### src/design/vfs_pkg.sv
// ----------------------------------------------------------------------------
// vfs_pkg
// shared types, constants and helpers of the visibility fringe-stop block
// ----------------------------------------------------------------------------
package vfs_pkg;

  // default sizes, handed to the top-level parameters
  localparam int DEF_MAX_DISHES   = 512;
  localparam int DEF_MAX_ELEMENTS = 1024;
  localparam int DEF_PHASE_BITS   = 16;

  // fixed field widths
  localparam int CFG_IDX_W  = 2;
  localparam int CFG_DATA_W = 11;
  localparam int OP_MODE_W  = 2;
  localparam int ELEM_CNT_W = 11;
  localparam int DISH_CNT_W = 10;
  localparam int SLOT_W     = 9;
  localparam int VIS_W      = 32;
  localparam int MUL_W      = 32;
  localparam int PROD_W     = 2 * MUL_W;
  localparam int ACC_W      = PROD_W + 1;
  localparam int STEP_W     = 4;

  // request kinds on the input channel
  localparam logic MODE_PHASE = 1'b0;
  localparam logic MODE_VIS   = 1'b1;

  // saturation bounds of a 32-bit result
  localparam logic signed [VIS_W-1:0] VIS_MAX = {1'b0, {(VIS_W-1){1'b1}}};
  localparam logic signed [VIS_W-1:0] VIS_MIN = {1'b1, {(VIS_W-1){1'b0}}};

  // register indexes of the configuration port
  typedef enum logic [CFG_IDX_W-1:0] {
    CFG_OP_MODE       = 2'd0,
    CFG_ELEMENT_COUNT = 2'd1,
    CFG_DISH_COUNT    = 2'd2
  } cfg_idx_t;

  // operating modes
  typedef enum logic [OP_MODE_W-1:0] {
    OP_PASS    = 2'd0,
    OP_MULT    = 2'd1,
    OP_REPLACE = 2'd2
  } op_mode_t;

  // multiplier operand selects
  typedef enum logic [1:0] {
    A_ROW_RE = 2'd0,
    A_ROW_IM = 2'd1,
    A_VIS_RE = 2'd2,
    A_VIS_IM = 2'd3
  } a_sel_t;

  typedef enum logic [1:0] {
    B_COL_RE = 2'd0,
    B_COL_IM = 2'd1,
    B_PH_RE  = 2'd2,
    B_PH_IM  = 2'd3
  } b_sel_t;

  // where a finished product pair is rounded to
  typedef enum logic [1:0] {
    DST_PH_RE  = 2'd0,
    DST_PH_IM  = 2'd1,
    DST_OUT_RE = 2'd2,
    DST_OUT_IM = 2'd3
  } dst_t;

  // one step of the multiply-accumulate sequence
  typedef struct packed {
    logic   issue;
    a_sel_t a_sel;
    b_sel_t b_sel;
    logic   first;
    logic   neg;
    dst_t   dst;
  } mac_ctl_t;

  // controller to datapath
  typedef struct packed {
    logic     vis_load;
    logic     out_load;
    op_mode_t op_mode;
    mac_ctl_t step;
  } dp_ctl_t;

  // last step of the sequence; the result is handed over here
  localparam logic [STEP_W-1:0] MAC_LAST_STEP = 4'd11;

  // step schedule: phase product first, then the visibility product
  // a gap after step 4 lets the imaginary phase part settle
  function automatic mac_ctl_t mac_step(input logic [STEP_W-1:0] step);
    mac_ctl_t c;
    c = '{issue: 1'b0, a_sel: A_ROW_RE, b_sel: B_COL_RE, first: 1'b0, neg: 1'b0,
          dst: DST_PH_RE};
    case (step)
      4'd0: c = '{issue: 1'b1, a_sel: A_ROW_RE, b_sel: B_COL_RE, first: 1'b1,
                  neg: 1'b0, dst: DST_PH_RE};
      4'd1: c = '{issue: 1'b1, a_sel: A_ROW_IM, b_sel: B_COL_IM, first: 1'b0,
                  neg: 1'b0, dst: DST_PH_RE};
      4'd2: c = '{issue: 1'b1, a_sel: A_ROW_IM, b_sel: B_COL_RE, first: 1'b1,
                  neg: 1'b0, dst: DST_PH_IM};
      4'd3: c = '{issue: 1'b1, a_sel: A_ROW_RE, b_sel: B_COL_IM, first: 1'b0,
                  neg: 1'b1, dst: DST_PH_IM};
      4'd4: c = '{issue: 1'b1, a_sel: A_VIS_RE, b_sel: B_PH_RE, first: 1'b1,
                  neg: 1'b0, dst: DST_OUT_RE};
      4'd6: c = '{issue: 1'b1, a_sel: A_VIS_IM, b_sel: B_PH_IM, first: 1'b0,
                  neg: 1'b1, dst: DST_OUT_RE};
      4'd7: c = '{issue: 1'b1, a_sel: A_VIS_RE, b_sel: B_PH_IM, first: 1'b1,
                  neg: 1'b0, dst: DST_OUT_IM};
      4'd8: c = '{issue: 1'b1, a_sel: A_VIS_IM, b_sel: B_PH_RE, first: 1'b0,
                  neg: 1'b0, dst: DST_OUT_IM};
      default: ;
    endcase
    return c;
  endfunction

  // clamp a wide signed value to 32 bits
  function automatic logic signed [VIS_W-1:0] sat32(input logic signed [ACC_W-1:0] x);
    logic signed [VIS_W-1:0] r;
    if (x > ACC_W'(VIS_MAX)) begin
      r = VIS_MAX;
    end else if (x < ACC_W'(VIS_MIN)) begin
      r = VIS_MIN;
    end else begin
      r = x[VIS_W-1:0];
    end
    return r;
  endfunction

endpackage

### src/design/vfs_mac.sv
// ----------------------------------------------------------------------------
// vfs_mac
// shared 32x32 multiplier with accumulator; forms the phase product, then
// the corrected visibility, and holds the result payload
// ----------------------------------------------------------------------------
module vfs_mac import vfs_pkg::*; #(
  parameter int PHASE_BITS = DEF_PHASE_BITS,
  localparam int DW = 2 * PHASE_BITS
) (
  input  logic                    clk,
  input  logic                    rst,
  input  dp_ctl_t                 ctl,
  input  logic signed [VIS_W-1:0] in_vis_re,
  input  logic signed [VIS_W-1:0] in_vis_im,
  input  logic [DW-1:0]           row_phase,
  input  logic [DW-1:0]           col_phase,
  output logic signed [VIS_W-1:0] out_re,
  output logic signed [VIS_W-1:0] out_im
);

  // phase product has 2*(PHASE_BITS-1) fraction bits, brought to 30
  localparam int FRAC   = 2 * (PHASE_BITS - 1);
  localparam int PH_SHR = (FRAC > 30) ? FRAC - 30 : 0;
  localparam int PH_SHL = (FRAC < 30) ? 30 - FRAC : 0;
  localparam logic signed [ACC_W-1:0] PH_RND  = (ACC_W'(1) << PH_SHR) >> 1;
  localparam logic signed [ACC_W-1:0] VIS_RND = ACC_W'(1) << 29;
  localparam int VIS_SHR = 30;

  logic signed [PHASE_BITS-1:0] row_re, row_im, col_re, col_im;
  logic signed [VIS_W-1:0]      vr, vi, pr, pi, res_re, res_im;
  logic signed [MUL_W-1:0]      op_a, op_b;
  logic signed [PROD_W-1:0]     prod;
  mac_ctl_t                     tag;
  logic signed [ACC_W-1:0]      acc, acc_term, ph_q, vis_q;
  logic                         done_valid;
  dst_t                         done_dst;

  // phase words from the table
  always_comb begin
    row_re = row_phase[DW-1:PHASE_BITS];
    row_im = row_phase[PHASE_BITS-1:0];
    col_re = col_phase[DW-1:PHASE_BITS];
    col_im = col_phase[PHASE_BITS-1:0];
  end

  // visibility capture
  always_ff @(posedge clk) begin
    if (ctl.vis_load) begin
      vr <= in_vis_re;
      vi <= in_vis_im;
    end
  end

  // operand select
  always_comb begin
    case (ctl.step.a_sel)
      A_ROW_RE: op_a = {{(MUL_W-PHASE_BITS){row_re[PHASE_BITS-1]}}, row_re};
      A_ROW_IM: op_a = {{(MUL_W-PHASE_BITS){row_im[PHASE_BITS-1]}}, row_im};
      A_VIS_RE: op_a = vr;
      A_VIS_IM: op_a = vi;
      default:  op_a = vr;
    endcase
    case (ctl.step.b_sel)
      B_COL_RE: op_b = {{(MUL_W-PHASE_BITS){col_re[PHASE_BITS-1]}}, col_re};
      B_COL_IM: op_b = {{(MUL_W-PHASE_BITS){col_im[PHASE_BITS-1]}}, col_im};
      B_PH_RE:  op_b = pr;
      B_PH_IM:  op_b = pi;
      default:  op_b = pr;
    endcase
  end

  // multiplier stage, tag travels with the product
  always_ff @(posedge clk) begin
    prod <= op_a * op_b;
    if (rst) begin
      tag <= '0;
    end else begin
      tag <= ctl.step;
    end
  end

  // accumulate product pairs
  always_comb begin
    acc_term = tag.neg ? -ACC_W'(prod) : ACC_W'(prod);
  end

  always_ff @(posedge clk) begin
    if (tag.issue) begin
      acc <= tag.first ? acc_term : acc + acc_term;
    end
    if (rst) begin
      done_valid <= 1'b0;
    end else begin
      done_valid <= tag.issue && !tag.first;
    end
    done_dst <= tag.dst;
  end

  // rounding of a finished pair
  always_comb begin
    ph_q  = ((acc + PH_RND) >>> PH_SHR) <<< PH_SHL;
    vis_q = (acc + VIS_RND) >>> VIS_SHR;
  end

  always_ff @(posedge clk) begin
    if (done_valid) begin
      case (done_dst)
        DST_PH_RE:  pr     <= sat32(ph_q);
        DST_PH_IM:  pi     <= sat32(ph_q);
        DST_OUT_RE: res_re <= sat32(vis_q);
        DST_OUT_IM: res_im <= sat32(vis_q);
        default: ;
      endcase
    end
  end

  // result payload register
  always_ff @(posedge clk) begin
    if (ctl.out_load) begin
      case (ctl.op_mode)
        OP_PASS: begin
          out_re <= vr;
          out_im <= vi;
        end
        OP_REPLACE: begin
          out_re <= pr;
          out_im <= pi;
        end
        default: begin
          out_re <= res_re;
          out_im <= res_im;
        end
      endcase
    end
  end

endmodule

### config.mk
export PLATFORM = sky130hd
export DESIGN_NAME = vfs_mac
export DESIGN_NICKNAME = d
export VERILOG_FILES = /design/src/design/vfs_pkg.sv /design/src/design/vfs_mac.sv
export SDC_FILE = /design/constraint.sdc
export NUM_CORES = 2
export LEC_CHECK = 0
export ABC_AREA = 1
export ABC_CLOCK_PERIOD_IN_PS = 23300
export BUFFER_PORTS_ARGS = -buffer_cell sky130_fd_sc_hd__buf_2
export CORE_MARGIN = 2
export CORE_UTILIZATION = 45
export CTS_BUF_LIST = sky130_fd_sc_hd__clkbuf_4 sky130_fd_sc_hd__clkbuf_8
export CTS_CLUSTER_DIAMETER = 30
export DETAILED_ROUTE_END_ITERATION = 8
export PLACE_DENSITY_LB_ADDON = 0.1
export SYNTH_ARGS = -nofsm -noshare
export SYNTH_HDL_FRONTEND = slang
export SYNTH_SLANG_ARGS = --single-unit
### constraint.sdc
create_clock -name clk -period 23.3 [get_ports clk]
set_clock_uncertainty 0.15 [all_clocks]
set_input_delay 1.165 -clock clk [delete_from_list [all_inputs] [get_ports clk]]
set_output_delay 1.165 -clock clk [all_outputs]
set_load 0.02 [all_outputs]
==> flow_summary.toml <==
[run_status]
status = "finished clean"

[grt]
use_met3 = 0.0735
grt-busiest-layer = "met2"
grt_usage = 0.343
met1_usage = 0.503
grt_antenna_before_repair = 8
met2_usage = 0.511
grt_overflow_total = 0
grt_max_degree = 80
grt_pass1_vias = 50866
grt_pass1_wl_mm = 340

[floorplan]
fp.dieW_um = 368
die-area_sq_um = 136000
fp-row-count = 133
start_util = 0.454
coreArea_sq_um = 132000
die_height_um = 368
pin_count = 207

[logic_synthesis]
synth_cells = 7264
yosys.area_share.xor_xnor = 0.0218
synthMuxAreaShare = 0
synth_area_sq_um = 59700
synthSimpleGateAreaFrac = 0.202
synth-edff-count = 321
synth_area_per_cell_sq_um = 8.22
yosys_register_bits = 393
ys_async_sr_fraction = 0
synth_top_family_by_area = "adder cells"
ys_seq_area_frac = 0.186
synth_top_area_frac = 0.363
synth_compound_area_frac = 0.0628
synth_cell_types = 52
synth_top_cell_by_area = "fa_1"
ys.flop_type = "edfxtp_1"
ys_top_cells_by_area = "fa_1 36%, edfxtp_1 16%, nand2_1 10%"
ys_warn_count = 0
synth_fp_nets = 8740
synthAdderAreaFrac = 0.415

[routing]
drt_iter0_drc = 5570
ant_nets = 0
vias = 50799
routed_wl_mm = 230
drc = 0
viasPerCell = 5.50
first_pass_iters = 7
wl_per_cell_um = 24.9

[clocking]
cts.htree.levels = 3
cts.sinks = 393
clk_latency_ns = 0.78
hold_buffers = 0
cts_setup_buffers = 0
clkTransAtPathRegs_ns = 0.06
clock_path_buffers = 3
cts_tree = "built"
clockRootBuffer = "clkbuf_8"
numCtsBuffers = 83
cts.repair.resized = 0

[sta]
fin_crit_sh = 0.461
min_period_ns = 10.75
hold_viol_final = 0
drv_slew = 0
tns_ns = 0
worst_pin_slew_ns = 1.16
max_slew_margin = 0.228
rsz0062_at_grt = "no"
setup-violations-final = 0
max_clock_freq_mhz = 93.0

[worst_setup_path]
critPathMaxFanout = 25
cp_slowest_stage_delay_ns = 1.09
path_class = "input pin to flip-flop"
cp.required_ns = 23.79
crit_path_end_kind = "flip-flop"
cp_top_family = "adder cells"
crit_path_start_kind = "input pin"
cpMaxStageDelayCell = "clkinv_1"
arrival_ns = 11.24
cp_common_cell = "fa_1"
cp.buffers_inverters = 8

[final_layout]
drive_gt1_frac = 0.0732
layout_common_cells = "1,651 x nand2_1, 1,498 x inv_1, 1,083 x fa_1"
final_nets = 8894
final_common_cell = "nand2_1"
syn2layout_area_growth_pct = 8.01

[min_path]
hp-class = "flip-flop to flip-flop"

[place]
place_congestion = 1.01
portBuffers = 206
dp_hpwl_mm = 188

[job]
cap_violations = 0
-- final cells by class --
type	count	area, sq um
Clock inverter	51	444
Fill cell	13097	67100
Clock buffer	100	1290
Sequential cell	393	11100
Multi-Input combinational cell	5114	42000
Antenna cell	3	7.51
Timing Repair Buffer	296	1710
Inverter	1530	5740
Tap cell	1755	2200
-- state kept, by name (all words and copies together) (netlist names), 32 cells and up --
name    cells
res_im     32
out_re     32
vi         32
pr         32
out_im     32
acc        65
vr         32
pi         32
res_re     32
prod       64
-- layer usage --
metal	vias to the layer above	routed length (um)
met5	-	0
met4	0	7740
met3	355	22200
met2	2559	99600
met1	25495	101000
li1	22390	-
-- synth_stat cells (14+ instances only) --
cell type / n
nand2_1: 1652
a21oi_1: 196
o21ai_1: 24
nand3_1: 215
o21ai_0: 201
nand3b_1: 14
edfxtp_1: 321
clkbuf_1: 141
a22oi_1: 37
inv_2: 23
fa_1: 1083
a22o_1: 17
o21bai_1: 27
nor4_1: 19
dfxtp_1: 72
buf_2: 67
o22ai_1: 16
xnor2_1: 35
o211ai_1: 33
o221ai_1: 14
ha_1: 250
xor2_1: 114
inv_1: 1498
nor2_1: 923
o21ai_2: 18
nor3_1: 67
nand4_1: 60
-- per-stage QoR --
step | utilization | setup WS, ns | instance area [sq um] | hold slack, ns | instances
after floorplan | - | 14.31 | 59700 | 0.160 | 7264
after global placement | 0.477 | 12.02 | 62800 | 0.162 | 9088
after detailed placement | 0.477 | 11.97 | 62800 | 0.169 | 9088
after CTS | 0.490 | 12.73 | 64500 | 0.184 | 9239
after global routing | 0.490 | 12.11 | 64500 | 0.186 | 9241
final | 0.490 | 12.55 | 64500 | 0.180 | 9242
-- logic make-up (layout without fill, tap and decap cells) --
family | count (synthesis) | after routing
simple gates | 3001 | 3001
buf+inv | 1757 | 1977
fa+ha+maj | 1333 | 1333
flops | 393 | 393
compound gates | 631 | 631
other cells | 0 | 3
xor+xnor | 149 | 149
-- path summary, 6_finish.rpt --
path | startpoint | end | slack (ns) | cells after the start
min | tag[0] | done_dst[0] | 0.18 | 0
max | ctl[5] | prod[48] | 12.55 | 28
max reg2reg | pr[10] | prod[56] | 13.58 | 27
min reg2reg | tag[0] | done_dst[0] | 0.18 | 0
Power is left out: the tool's default activity adds up to more than one toggle a clock period on the data nets, which glitch-free logic cannot reach.
