### config.mk
export PLATFORM = sky130hd
export DESIGN_NAME = vfs_ctrl
export DESIGN_NICKNAME = d
export VERILOG_FILES = /design/src/design/vfs_pkg.sv /design/src/design/vfs_ctrl.sv
export SDC_FILE = /design/constraint.sdc
export NUM_CORES = 1
export LEC_CHECK = 0
export BUFFER_PORTS_ARGS = -buffer_cell sky130_fd_sc_hd__buf_2
export CAP_MARGIN = 20
export CORE_AREA = 10 10 162 134
export DETAILED_ROUTE_END_ITERATION = 12
export DIE_AREA = 0 0 172 144
export PLACE_DENSITY = 0.49
export SLEW_MARGIN = 30
export SYNTH_ARGS = -nofsm -noshare
export SYNTH_HDL_FRONTEND = slang
export SYNTH_SLANG_ARGS = --single-unit
export TNS_END_PERCENT = 5
### constraint.sdc
create_clock -name clk -period 5.7 [get_ports clk]
set_input_delay 1.14 -clock clk [delete_from_list [all_inputs] [get_ports clk]]
set_output_delay 1.14 -clock clk [all_outputs]
set_load 0.02 [all_outputs]
### src/design/vfs_pkg.sv
// ----------------------------------------------------------------------------
// vfs_pkg
// shared types, constants and helpers of the visibility fringe-stop block
// ----------------------------------------------------------------------------
package vfs_pkg;

  // default sizes, handed to the top-level parameters
  localparam int DEF_MAX_DISHES   = 512;
  localparam int DEF_MAX_ELEMENTS = 1024;
  localparam int DEF_PHASE_BITS   = 16;

  // fixed field widths
  localparam int CFG_IDX_W  = 2;
  localparam int CFG_DATA_W = 11;
  localparam int OP_MODE_W  = 2;
  localparam int ELEM_CNT_W = 11;
  localparam int DISH_CNT_W = 10;
  localparam int SLOT_W     = 9;
  localparam int VIS_W      = 32;
  localparam int MUL_W      = 32;
  localparam int PROD_W     = 2 * MUL_W;
  localparam int ACC_W      = PROD_W + 1;
  localparam int STEP_W     = 4;

  // request kinds on the input channel
  localparam logic MODE_PHASE = 1'b0;
  localparam logic MODE_VIS   = 1'b1;

  // saturation bounds of a 32-bit result
  localparam logic signed [VIS_W-1:0] VIS_MAX = {1'b0, {(VIS_W-1){1'b1}}};
  localparam logic signed [VIS_W-1:0] VIS_MIN = {1'b1, {(VIS_W-1){1'b0}}};

  // register indexes of the configuration port
  typedef enum logic [CFG_IDX_W-1:0] {
    CFG_OP_MODE       = 2'd0,
    CFG_ELEMENT_COUNT = 2'd1,
    CFG_DISH_COUNT    = 2'd2
  } cfg_idx_t;

  // operating modes
  typedef enum logic [OP_MODE_W-1:0] {
    OP_PASS    = 2'd0,
    OP_MULT    = 2'd1,
    OP_REPLACE = 2'd2
  } op_mode_t;

  // multiplier operand selects
  typedef enum logic [1:0] {
    A_ROW_RE = 2'd0,
    A_ROW_IM = 2'd1,
    A_VIS_RE = 2'd2,
    A_VIS_IM = 2'd3
  } a_sel_t;

  typedef enum logic [1:0] {
    B_COL_RE = 2'd0,
    B_COL_IM = 2'd1,
    B_PH_RE  = 2'd2,
    B_PH_IM  = 2'd3
  } b_sel_t;

  // where a finished product pair is rounded to
  typedef enum logic [1:0] {
    DST_PH_RE  = 2'd0,
    DST_PH_IM  = 2'd1,
    DST_OUT_RE = 2'd2,
    DST_OUT_IM = 2'd3
  } dst_t;

  // one step of the multiply-accumulate sequence
  typedef struct packed {
    logic   issue;
    a_sel_t a_sel;
    b_sel_t b_sel;
    logic   first;
    logic   neg;
    dst_t   dst;
  } mac_ctl_t;

  // controller to datapath
  typedef struct packed {
    logic     vis_load;
    logic     out_load;
    op_mode_t op_mode;
    mac_ctl_t step;
  } dp_ctl_t;

  // last step of the sequence; the result is handed over here
  localparam logic [STEP_W-1:0] MAC_LAST_STEP = 4'd11;

  // step schedule: phase product first, then the visibility product
  // a gap after step 4 lets the imaginary phase part settle
  function automatic mac_ctl_t mac_step(input logic [STEP_W-1:0] step);
    mac_ctl_t c;
    c = '{issue: 1'b0, a_sel: A_ROW_RE, b_sel: B_COL_RE, first: 1'b0, neg: 1'b0,
          dst: DST_PH_RE};
    case (step)
      4'd0: c = '{issue: 1'b1, a_sel: A_ROW_RE, b_sel: B_COL_RE, first: 1'b1,
                  neg: 1'b0, dst: DST_PH_RE};
      4'd1: c = '{issue: 1'b1, a_sel: A_ROW_IM, b_sel: B_COL_IM, first: 1'b0,
                  neg: 1'b0, dst: DST_PH_RE};
      4'd2: c = '{issue: 1'b1, a_sel: A_ROW_IM, b_sel: B_COL_RE, first: 1'b1,
                  neg: 1'b0, dst: DST_PH_IM};
      4'd3: c = '{issue: 1'b1, a_sel: A_ROW_RE, b_sel: B_COL_IM, first: 1'b0,
                  neg: 1'b1, dst: DST_PH_IM};
      4'd4: c = '{issue: 1'b1, a_sel: A_VIS_RE, b_sel: B_PH_RE, first: 1'b1,
                  neg: 1'b0, dst: DST_OUT_RE};
      4'd6: c = '{issue: 1'b1, a_sel: A_VIS_IM, b_sel: B_PH_IM, first: 1'b0,
                  neg: 1'b1, dst: DST_OUT_RE};
      4'd7: c = '{issue: 1'b1, a_sel: A_VIS_RE, b_sel: B_PH_IM, first: 1'b1,
                  neg: 1'b0, dst: DST_OUT_IM};
      4'd8: c = '{issue: 1'b1, a_sel: A_VIS_IM, b_sel: B_PH_RE, first: 1'b0,
                  neg: 1'b0, dst: DST_OUT_IM};
      default: ;
    endcase
    return c;
  endfunction

  // clamp a wide signed value to 32 bits
  function automatic logic signed [VIS_W-1:0] sat32(input logic signed [ACC_W-1:0] x);
    logic signed [VIS_W-1:0] r;
    if (x > ACC_W'(VIS_MAX)) begin
      r = VIS_MAX;
    end else if (x < ACC_W'(VIS_MIN)) begin
      r = VIS_MIN;
    end else begin
      r = x[VIS_W-1:0];
    end
    return r;
  endfunction

endpackage

### src/design/vfs_ctrl.sv
// ----------------------------------------------------------------------------
// vfs_ctrl
// configuration registers, triangle position, sequencer and result valid
// ----------------------------------------------------------------------------
module vfs_ctrl import vfs_pkg::*; #(
  parameter int MAX_DISHES   = DEF_MAX_DISHES,
  parameter int MAX_ELEMENTS = DEF_MAX_ELEMENTS,
  localparam int AW = (MAX_DISHES > 1) ? $clog2(MAX_DISHES) : 1,
  localparam int EW = (MAX_ELEMENTS > 1) ? $clog2(MAX_ELEMENTS) : 1
) (
  input  logic                  clk,
  input  logic                  rst,
  input  logic                  cfg_we,
  input  logic [CFG_IDX_W-1:0]  cfg_idx,
  input  logic [CFG_DATA_W-1:0] cfg_wdata,
  input  logic                  in_valid,
  input  logic                  in_mode,
  input  logic [SLOT_W-1:0]     in_slot,
  output logic                  in_ready,
  input  logic                  out_ready,
  output logic                  out_valid,
  output logic                  out_last,
  input  logic                  clr_busy,
  output logic                  mem_wr_en,
  output logic [AW-1:0]         mem_wr_addr,
  output logic                  mem_rd_en,
  output logic [AW-1:0]         rd_addr_row,
  output logic [AW-1:0]         rd_addr_col,
  output dp_ctl_t               dp
);

  typedef enum logic [2:0] {
    ST_CLEAR = 3'b001,
    ST_IDLE  = 3'b010,
    ST_BUSY  = 3'b100
  } state_t;

  state_t            state, state_next;
  logic [STEP_W-1:0] step_cnt;
  op_mode_t          op_mode;
  logic [EW-1:0]     e_last, e_last_next;
  logic [AW-1:0]     d_last, d_last_next;
  logic [EW-1:0]     row_idx, col_idx;
  logic [AW-1:0]     row_dish, col_dish, row_dish_inc, col_dish_inc;
  logic              last_pend;
  logic              in_acc, vis_acc, ph_acc, slot_ok;
  logic              step_end, out_load, frame_last, pos_clr;
  logic [ELEM_CNT_W-1:0] elem_val;
  logic [DISH_CNT_W-1:0] dish_val;

  // handshake and strobes
  always_comb begin
    in_ready   = (state == ST_IDLE);
    in_acc     = in_valid && in_ready;
    vis_acc    = in_acc && (in_mode == MODE_VIS);
    ph_acc     = in_acc && (in_mode == MODE_PHASE);
    slot_ok    = (32'(in_slot) < MAX_DISHES);
    step_end   = (state == ST_BUSY) && (step_cnt == MAC_LAST_STEP);
    out_load   = step_end && (!out_valid || out_ready);
    frame_last = (row_idx == e_last) && (col_idx == e_last);
    pos_clr    = ph_acc || (cfg_we && ((cfg_idx == CFG_ELEMENT_COUNT) ||
                                       (cfg_idx == CFG_DISH_COUNT)));
  end

  // clamped counts, kept as last index
  always_comb begin
    elem_val = cfg_wdata[ELEM_CNT_W-1:0];
    dish_val = cfg_wdata[DISH_CNT_W-1:0];
    if (elem_val == '0) begin
      e_last_next = '0;
    end else if (32'(elem_val) > MAX_ELEMENTS) begin
      e_last_next = EW'(MAX_ELEMENTS - 1);
    end else begin
      e_last_next = EW'(elem_val - 1'b1);
    end
    if (dish_val == '0) begin
      d_last_next = '0;
    end else if (32'(dish_val) > MAX_DISHES) begin
      d_last_next = AW'(MAX_DISHES - 1);
    end else begin
      d_last_next = AW'(dish_val - 1'b1);
    end
  end

  // configuration registers
  always_ff @(posedge clk) begin
    if (rst) begin
      op_mode <= OP_MULT;
      e_last  <= '0;
      d_last  <= '0;
    end else if (cfg_we) begin
      case (cfg_idx)
        CFG_OP_MODE:       op_mode <= op_mode_t'(cfg_wdata[OP_MODE_W-1:0]);
        CFG_ELEMENT_COUNT: e_last  <= e_last_next;
        CFG_DISH_COUNT:    d_last  <= d_last_next;
        default: ;
      endcase
    end
  end

  // dish wrap
  always_comb begin
    row_dish_inc = (row_dish == d_last) ? '0 : row_dish + 1'b1;
    col_dish_inc = (col_dish == d_last) ? '0 : col_dish + 1'b1;
  end

  // triangle position, row-major over the upper triangle
  always_ff @(posedge clk) begin
    if (rst || pos_clr) begin
      row_idx  <= '0;
      col_idx  <= '0;
      row_dish <= '0;
      col_dish <= '0;
    end else if (vis_acc) begin
      if (frame_last) begin
        row_idx  <= '0;
        col_idx  <= '0;
        row_dish <= '0;
        col_dish <= '0;
      end else if (col_idx != e_last) begin
        col_idx  <= col_idx + 1'b1;
        col_dish <= col_dish_inc;
      end else begin
        row_idx  <= row_idx + 1'b1;
        col_idx  <= row_idx + 1'b1;
        row_dish <= row_dish_inc;
        col_dish <= row_dish_inc;
      end
    end
  end

  // sequencer
  always_comb begin
    state_next = state;
    case (state)
      ST_CLEAR: if (!clr_busy) state_next = ST_IDLE;
      ST_IDLE:  if (vis_acc) state_next = ST_BUSY;
      ST_BUSY:  if (out_load) state_next = ST_IDLE;
      default:  state_next = ST_CLEAR;
    endcase
  end

  always_ff @(posedge clk) begin
    if (rst) begin
      state    <= ST_CLEAR;
      step_cnt <= '0;
    end else begin
      state <= state_next;
      if (vis_acc) begin
        step_cnt <= '0;
      end else if ((state == ST_BUSY) && (step_cnt != MAC_LAST_STEP)) begin
        step_cnt <= step_cnt + 1'b1;
      end
    end
  end

  // frame flag follows the request
  always_ff @(posedge clk) begin
    if (vis_acc) begin
      last_pend <= frame_last;
    end
    if (out_load) begin
      out_last <= last_pend;
    end
  end

  // result register valid
  always_ff @(posedge clk) begin
    if (rst) begin
      out_valid <= 1'b0;
    end else if (out_load) begin
      out_valid <= 1'b1;
    end else if (out_ready) begin
      out_valid <= 1'b0;
    end
  end

  // memory requests
  always_comb begin
    mem_wr_en   = ph_acc && slot_ok;
    mem_wr_addr = AW'(in_slot);
    mem_rd_en   = vis_acc;
    rd_addr_row = row_dish;
    rd_addr_col = col_dish;
  end

  // datapath control
  always_comb begin
    dp.vis_load = vis_acc;
    dp.out_load = out_load;
    dp.op_mode  = op_mode;
    dp.step     = mac_step(step_cnt);
    if (state != ST_BUSY) begin
      dp.step.issue = 1'b0;
    end
  end

endmodule

==> results.json <==
{
  "synth_fa_ha_area_frac": 0.0463,
  "cts_setup_buffers": 0,
  "numCtsBuffers": 9,
  "track_usage": 0.106,
  "synth_top_family_by_area": "simple AND/OR/NAND/NOR gates",
  "slew_headroom": 0.437,
  "finClkSkew_ns": 0.00631,
  "rsz0062_at_grt": "no",
  "viasPerCell": 4.87,
  "cts_resized": 0,
  "synth_compound_area_frac": 0.185,
  "setup.worst_path.end_class": "output port",
  "status": "completed",
  "rows": 45,
  "nFillCells": 2032,
  "antenna_found_initial": 0,
  "p_leak_nw": 1.99,
  "io_buffers": 55,
  "min_from": "last_pend",
  "regToRegSetupSlack_ns": 3.18,
  "cp_max_fo": 17,
  "max_freq_mhz": 303,
  "synthFlopType": "dfxtp_1",
  "area_growth_pct": 14.2,
  "drive_gt1_frac": 0.162,
  "grt_start_max_net_pins": 29,
  "ir_worst_vdd_v": 0.000135,
  "powerDensity_nw_per_um2": 236,
  "drv_cap": 0,
  "first_pass_iters": 5,
  "final.setup.tns_ns": 0,
  "place.detailed.hpwl_um": 9680,
  "routed_wl_um": 12900,
  "core_um2": 18600,
  "synthXorXnorAreaFrac": 0.119,
  "criticalPathCategory": "input port to output port",
  "die_area_um2": 24800,
  "root_buffer": "clkbuf_16",
  "final_cell_area_um2": 5190,
  "synthMuxAreaShare": 0.00661,
  "r2r_start": "state[1]",
  "synthTopCellsByArea": "dfxtp_1, xnor2_1, a21oi_1",
  "multi_input_area_um2": 2840,
  "syn-num-nets": 604,
  "place_ws_ns": 2.38,
  "synth-async-reset-ratio": 0,
  "holdBufCountCts": 0,
  "critPathCapture": "dp[12]",
  "start_util": 0.245,
  "synth_area_um2": 4540,
  "hold_class": "flip-flop to flip-flop",
  "avgSynthCellArea_um2": 8.07,
  "clkSlewWorstSetupHoldPaths_ns": 0.05,
  "yosysUniqueCellTypes": 65,
  "synth_top_cell_by_area": "dfxtp_1",
  "yosys_warnings": 0,
  "dpl_cell_area_um2": 4900,
  "gr-total-overflow": 0,
  "routabilityCongestion": 0.874,
  "ant_nets": 0,
  "fin_crit_sh": 0.579,
  "ios": 74,
  "r2r_end": "row_idx[8]",
  "yosysTopAreaCellShare": 0.295,
  "synth-simple-area-share": 0.265,
  "clock_sinks": 69,
  "synth-edff-count": 2,
  "die_y_um": 144,
  "grt_pass1_wl_um": 21000,
  "worstSetupStartpoint": "in_mode",
  "htree_levels": 3,
  "wl_per_cell_um": 15.5,
  "final_core_util": 0.279,
  "cts_tree": "done",
  "reg2reg_depth": 6,
  "die_x_um": 172,
  "drc": 0,
  "final_cell_mix": "dfxtp_1, buf_2, nand2_1",
  "grt_pass1_vias": 3809,
  "final-setup-viol-count": 0,
  "clock_latency_ns": 0.33,
  "hold_violations": 0,
  "slew_violations": 0,
  "register_area_um2": 1400,
  "antenna_cells": 0,
  "clockBufferDepth": 2,
  "tightest_slew_ns": 0.845,
  "fin_crit_ns": 3.30,
  "postSynthCellCount": 563,
  "required_ns": 4.56,
  "final_common_cell": "dfxtp_1",
  "ys_ff_latch": 69,
  "crit_arrival_ns": 2.16,
  "finalWorstSetupSlack_ns": 2.40,
  "ys_seq_area_frac": 0.308,
  "cp-start-kind": "input port",
  "nets": 634,
  "vias": 4048,
  "drt_iter0_markers": 276
}
==> cell type report <==
type,instances,share of cell area
Timing Repair Buffer,57,0.0559
Clock buffer,11,0.0468
Sequential cell,69,0.270
Inverter,20,0.0145
Tap cell,235,0.0566
Multi-Input combinational cell,436,0.547
Clock inverter,4,0.00940
==> kinds of logic after synthesis <==
group	Yosys count
adder cells (fa/ha/maj)	18
AO/OA/AOI/OAI	138
buffers and inverters	58
AND/OR/NAND/NOR	215
XOR/XNOR	62
flip-flops	69
multiplexers	3
==> flip-flops by register name, summed over array words and instances, names as in the netlist, 2 cells and up <==
register and flops:
col_idx 10, d_last 9, e_last 10, op_mode 2, rd_addr_col 9, rd_addr_row 9
row_idx 10, state 3, step_cnt 4
==> layer usage <==
| metal | vias up | track usage | part of all wire | wire, µm |
|---|---|---|---|---|
| met5 | - | 0 | 0 | 0 |
| met4 | 0 | 0.0326 | 0.012 | 151 |
| met3 | 16 | 0.0294 | 0.052 | 664 |
| met2 | 90 | 0.150 | 0.42 | 5460 |
| met1 | 1883 | 0.151 | 0.51 | 6580 |
| li1 | 2059 | - | - | - |
==> where the power goes <==
group,total [mW],internal (mW),switching [mW],leakage [nW]
Clock,0.557,0.347,0.210,0.145
Sequential,0.507,0.493,0.0131,0.560
Combinational,0.160,0.0546,0.105,1.28
Total,1.22,0.895,0.328,1.99
==> critical path, cell delays in order <==
cell and delay [ns]:
buf_2 0.13, nand3_2 0.29, inv_2 0.36, buf_2 0.23
==> how the worst min path moves through the flow <==
stage | to | slack [ns] | cells after the start
2_1_floorplan | out_last | 0.40 | 0
3_3_place_gp | op_mode[1] | 0.44 | 2
3_5_place_dp | out_last | 0.44 | 0
4_1_cts | op_mode[1] | 0.46 | 2
5_1_grt | out_last | 0.47 | 0
6_report | out_last | 0.45 | 0
==> Yosys cell counts, drive strengths merged, types with 8 or more instances <==
master   n
nor2b    9
buf     24
nor3    22
o21ai   35
nand3b   8
nand2   52
dfxtp   67
inv     20
a31oi    8
nor2    50
xnor2   33
a21oi   51
nor4     8
clkbuf  14
nand3   20
nand4   12
a211oi   8
xor2    29
ha      12
==> metrics by stage <==
stage	hold slack [ns]	power, mW	instances
after global routing	0.466	1.28	832
after detailed placement	0.441	0.677	817
final	0.449	1.22	832
after CTS	0.458	1.24	832
after floorplan	0.400	0.649	563
after global placement	0.443	0.678	817
Note: power is estimated with default switching activity, not from simulation.
